**src/hdl/iiar_pkg.sv**
```systemverilog
// Shared types, widths and codes for the indexed insert/remove array unit.
// No dependencies; every other file in hdl/ imports this package.
package iiar_pkg;

  localparam int DEPTH_DEFAULT = 64;

  localparam int CMD_W  = 2;
  localparam int POS_W  = 7;
  localparam int WORD_W = 32;
  localparam int CNT_W  = 7;
  localparam int STAT_W = 2;

  // Command codes
  localparam logic [CMD_W-1:0] CMD_APPEND = 2'd0;
  localparam logic [CMD_W-1:0] CMD_INSERT = 2'd1;
  localparam logic [CMD_W-1:0] CMD_REMOVE = 2'd2;
  localparam logic [CMD_W-1:0] CMD_READ   = 2'd3;

  // Status codes
  localparam logic [STAT_W-1:0] ST_OK     = 2'd0;
  localparam logic [STAT_W-1:0] ST_BADPOS = 2'd1;
  localparam logic [STAT_W-1:0] ST_FULL   = 2'd2;

  typedef struct packed {
    logic [CMD_W-1:0]         cmd;
    logic [POS_W-1:0]         position;
    logic signed [WORD_W-1:0] item_value;
  } req_t;

  typedef struct packed {
    logic [STAT_W-1:0]        status;
    logic signed [WORD_W-1:0] read_value;
    logic [CNT_W-1:0]         element_count;
    logic [CNT_W-1:0]         reported_capacity;
  } rsp_t;

  // Shift controls broadcast to every cell
  typedef struct packed {
    logic ins;
    logic rem;
  } cell_ctrl_t;

endpackage

```
**src/hdl/iiar_cell.sv**
```systemverilog
// One storage cell of the array chain: holds one word and takes the word of
// its lower or upper neighbor on insert or remove. Depends on iiar_pkg.
module iiar_cell #(
  parameter int PW  = 7,
  parameter int IDX = 0
) (
  input  logic                               clk,
  input  iiar_pkg::cell_ctrl_t               ctrl,
  input  logic [PW-1:0]                      pos,
  input  logic signed [iiar_pkg::WORD_W-1:0] item_value,
  input  logic signed [iiar_pkg::WORD_W-1:0] left_data,
  input  logic signed [iiar_pkg::WORD_W-1:0] right_data,
  output logic signed [iiar_pkg::WORD_W-1:0] data,
  output logic signed [iiar_pkg::WORD_W-1:0] rd_data
);
  import iiar_pkg::*;

  localparam logic [PW-1:0] MY_IDX = PW'(IDX);

  // Write the new word at the slot, move up above it, or move down on remove
  always_ff @(posedge clk) begin
    if (ctrl.ins) begin
      if (MY_IDX == pos) begin
        data <= item_value;
      end else if (MY_IDX > pos) begin
        data <= left_data;
      end
    end else if (ctrl.rem && (MY_IDX >= pos)) begin
      data <= right_data;
    end
  end

  // Drive the word onto the read bus only when addressed
  assign rd_data = (MY_IDX == pos) ? data : '0;

endmodule

```
**config.mk**
```make
export PLATFORM = sky130hd
export DESIGN_NAME = iiar_cell
export DESIGN_NICKNAME = d
export VERILOG_FILES = /design/src/hdl/iiar_pkg.sv /design/src/hdl/iiar_cell.sv
export SDC_FILE = /design/constraint.sdc
export NUM_CORES = 1
export LEC_CHECK = 0
export BUFFER_PORTS_ARGS = -buffer_cell sky130_fd_sc_hd__buf_4
export CORE_UTILIZATION = 39
export CTS_CLUSTER_DIAMETER = 80
export DETAILED_ROUTE_END_ITERATION = 8
export HOLD_SLACK_MARGIN = 0.15
export PLACE_DENSITY_LB_ADDON = 0.08
export SLEW_MARGIN = 20
export SYNTH_ARGS = -nofsm -noshare
export SYNTH_HDL_FRONTEND = slang
export SYNTH_SLANG_ARGS = --single-unit
```
**constraint.sdc**
```tcl
create_clock -name clk -period 3 [get_ports clk]
set_input_delay 0.3 -clock clk [delete_from_list [all_inputs] [get_ports clk]]
set_output_delay 0.3 -clock clk [all_outputs]
set_load 0.02 [all_outputs]
```
==> results.tsv <==
metric	value	unit
rsz0062_at_grt	no	
yosysTopAreaCell	edfxtp_1	
maxCapViolCount	0	
timing.setup.tns	0	ns
finalNonFillerCells	450	
drc_errors	0	
fin_area	0.00343	mm^2
fillers	461	
total_leakage_power	0.00165	uW
dr.first_iter.drc_count	211	
required	2.96	ns
boundaryPins	170	
worstHoldPathType	input pin to register	
placed_cells	442	
worstPathArrival	1.89	ns
coreArea	0.00514	mm^2
top_register	data	
cts_max_path_buffers	2	
fin_hold_ws	0.333	ns
totalWireLength	6670	um
nets	485	
place_hpwl	4760	um
die_h	75.1	um
setup_violations	0	
post-route-min-period	1.93	ns
place_area	0.00335	mm^2
start_util	0.406	
die_x	75.1	um
timing.final.crit_share	0.644	
portBuffers	169	
gr-total-overflow	0	
startpoint_type	input pin	
critPathKind	input pin to register	
num_vias	2392	
slew_headroom	0.510	
endpoint_kind	register	
synth_top_cell_area_share	0.461	
h-tree-depth	2	
cts_resized	0	
avgSynthCellArea	9.31	um^2
routedWlPerCell	14.8	um
synth_warnings	0	
powerDensity	297	mW/mm^2
synth.area.top_cells	edfxtp_1 46%, and3_1 9.6%, a31oi_1 5.4%	
first_global_vias	2066	
grt_usage	0.223	
status	completed	
cts_buffers	5	
synth.distinct_cells	23	
ys_seq_area_frac	0.461	
antenna_found_initial	0	
gp_congestion	0.836	
core.rowCount	26	
fmax	517	MHz
top_regs	data: 32 flops	
synthesis.nets	330	
detail-route-antenna-nets	0	
cts_root_buf	clkbuf_8	
peakVddDrop	0.000186	V
synthesis.area	0.00209	mm^2
vias_per_cell	5.32	
seqCellArea	961	um^2
largest_reg_flops	32	
cts_tree	built	
maxSlewViolCount	0	
cts.clk_slew.worst_paths	0.06	ns
die_area	0.00564	mm^2
area_growth	64.4	%
grt_max_degree	65	
critPathMaxFanout	19	
layout-drive-gt1-share	0.489	
finalHoldViolCount	0	
cts_setup_buffers	0	
multi_input_comb_area	998	um^2
grt_pass1_wl	9380	um
tightestPinTransition	0.734	ns
cts_hold_buf	0	
cts.sinks	32	
first_pass_iters	4	
syn_inst	224	
n_antenna_cell	0	
ys_ff_latch	32	
## logic make-up (layout without fill, tap and decap cells)
kind of cell           count (synthesis)  in the layout  synth area share
buffers and inverters                 26            182            0.0636
AO/OA/AOI/OAI                         73             73             0.223
flip-flops                            32             32             0.461
AND/OR/NAND/NOR                       93             93             0.253
## path summary, 6_finish.rpt
path / start / end / depth (start not counted)
min: right_data[30] / data[30] / 2
max: pos[3] / data[23] / 5
## cell type report
type,instances,area share
repair buffers,173,0.379
clock buffers,7,0.0223
inverters,1,0.00109
multi-input cells,166,0.291
flip-flops and latches,32,0.280
well taps,70,0.0255
clock inverters,1,0.00109
## through the flow
step           setup WS, ns  utilization  power [uW]
5_1_grt               0.972        0.667        1060
2_1_floorplan         0.594            -         599
3_3_place_gp          0.812        0.652         723
4_1_cts                1.06        0.667        1020
6_report               1.07        0.667        1020
3_5_place_dp          0.792        0.652         726
## cell usage in the layout (no fill, tap or decap), types with 10 or more instances in the layout
cell type | synthesis | routed
and2_1 | 14 | 14
buf_4 | 1 | 173
nand2_1 | 14 | 14
nor2_1 | 18 | 18
and3_1 | 32 | 32
edfxtp_1 | 32 | 32
a31oi_1 | 18 | 18
o21ai_0 | 18 | 18
a21oi_1 | 22 | 22
a221o_1 | 10 | 10
nand3_1 | 10 | 10
## worst max-delay path, cell delays in order
cell and delay (ns):
buf_4 0.12, or3_1 0.67, nor2_8 0.33, o21a_1 0.19
buf_4 0.26
## synth_stat cells (all sizes together)
cell type,number
or3,1
nor2,19
edfxtp,32
nor4,1
nor3,1
o21ai,18
a31oi,18
and3,32
clkbuf,17
nand3,10
a21oi,22
nand2,14
inv,1
or4,1
and2,14
buf,8
o21a,1
a221o,14
## where the power goes
group | switching [uW] | internal (uW) | leakage, uW
registers | 1.20 | 498 | 0.000289
logic | 89.6 | 128 | 0.00133
clock network | 141 | 161 | 0.0000399
## routing by layer
metal | track usage | up-vias | part of all wire
met4 | 0.0638 | 0 | 0.016
met3 | 0.0442 | 10 | 0.075
met1 | 0.270 | 1109 | 0.40
met5 | 0 | - | 0
li1 | - | 1155 | -
met2 | 0.401 | 118 | 0.51
No activity file was read; power rests on OpenSTA's default activity.
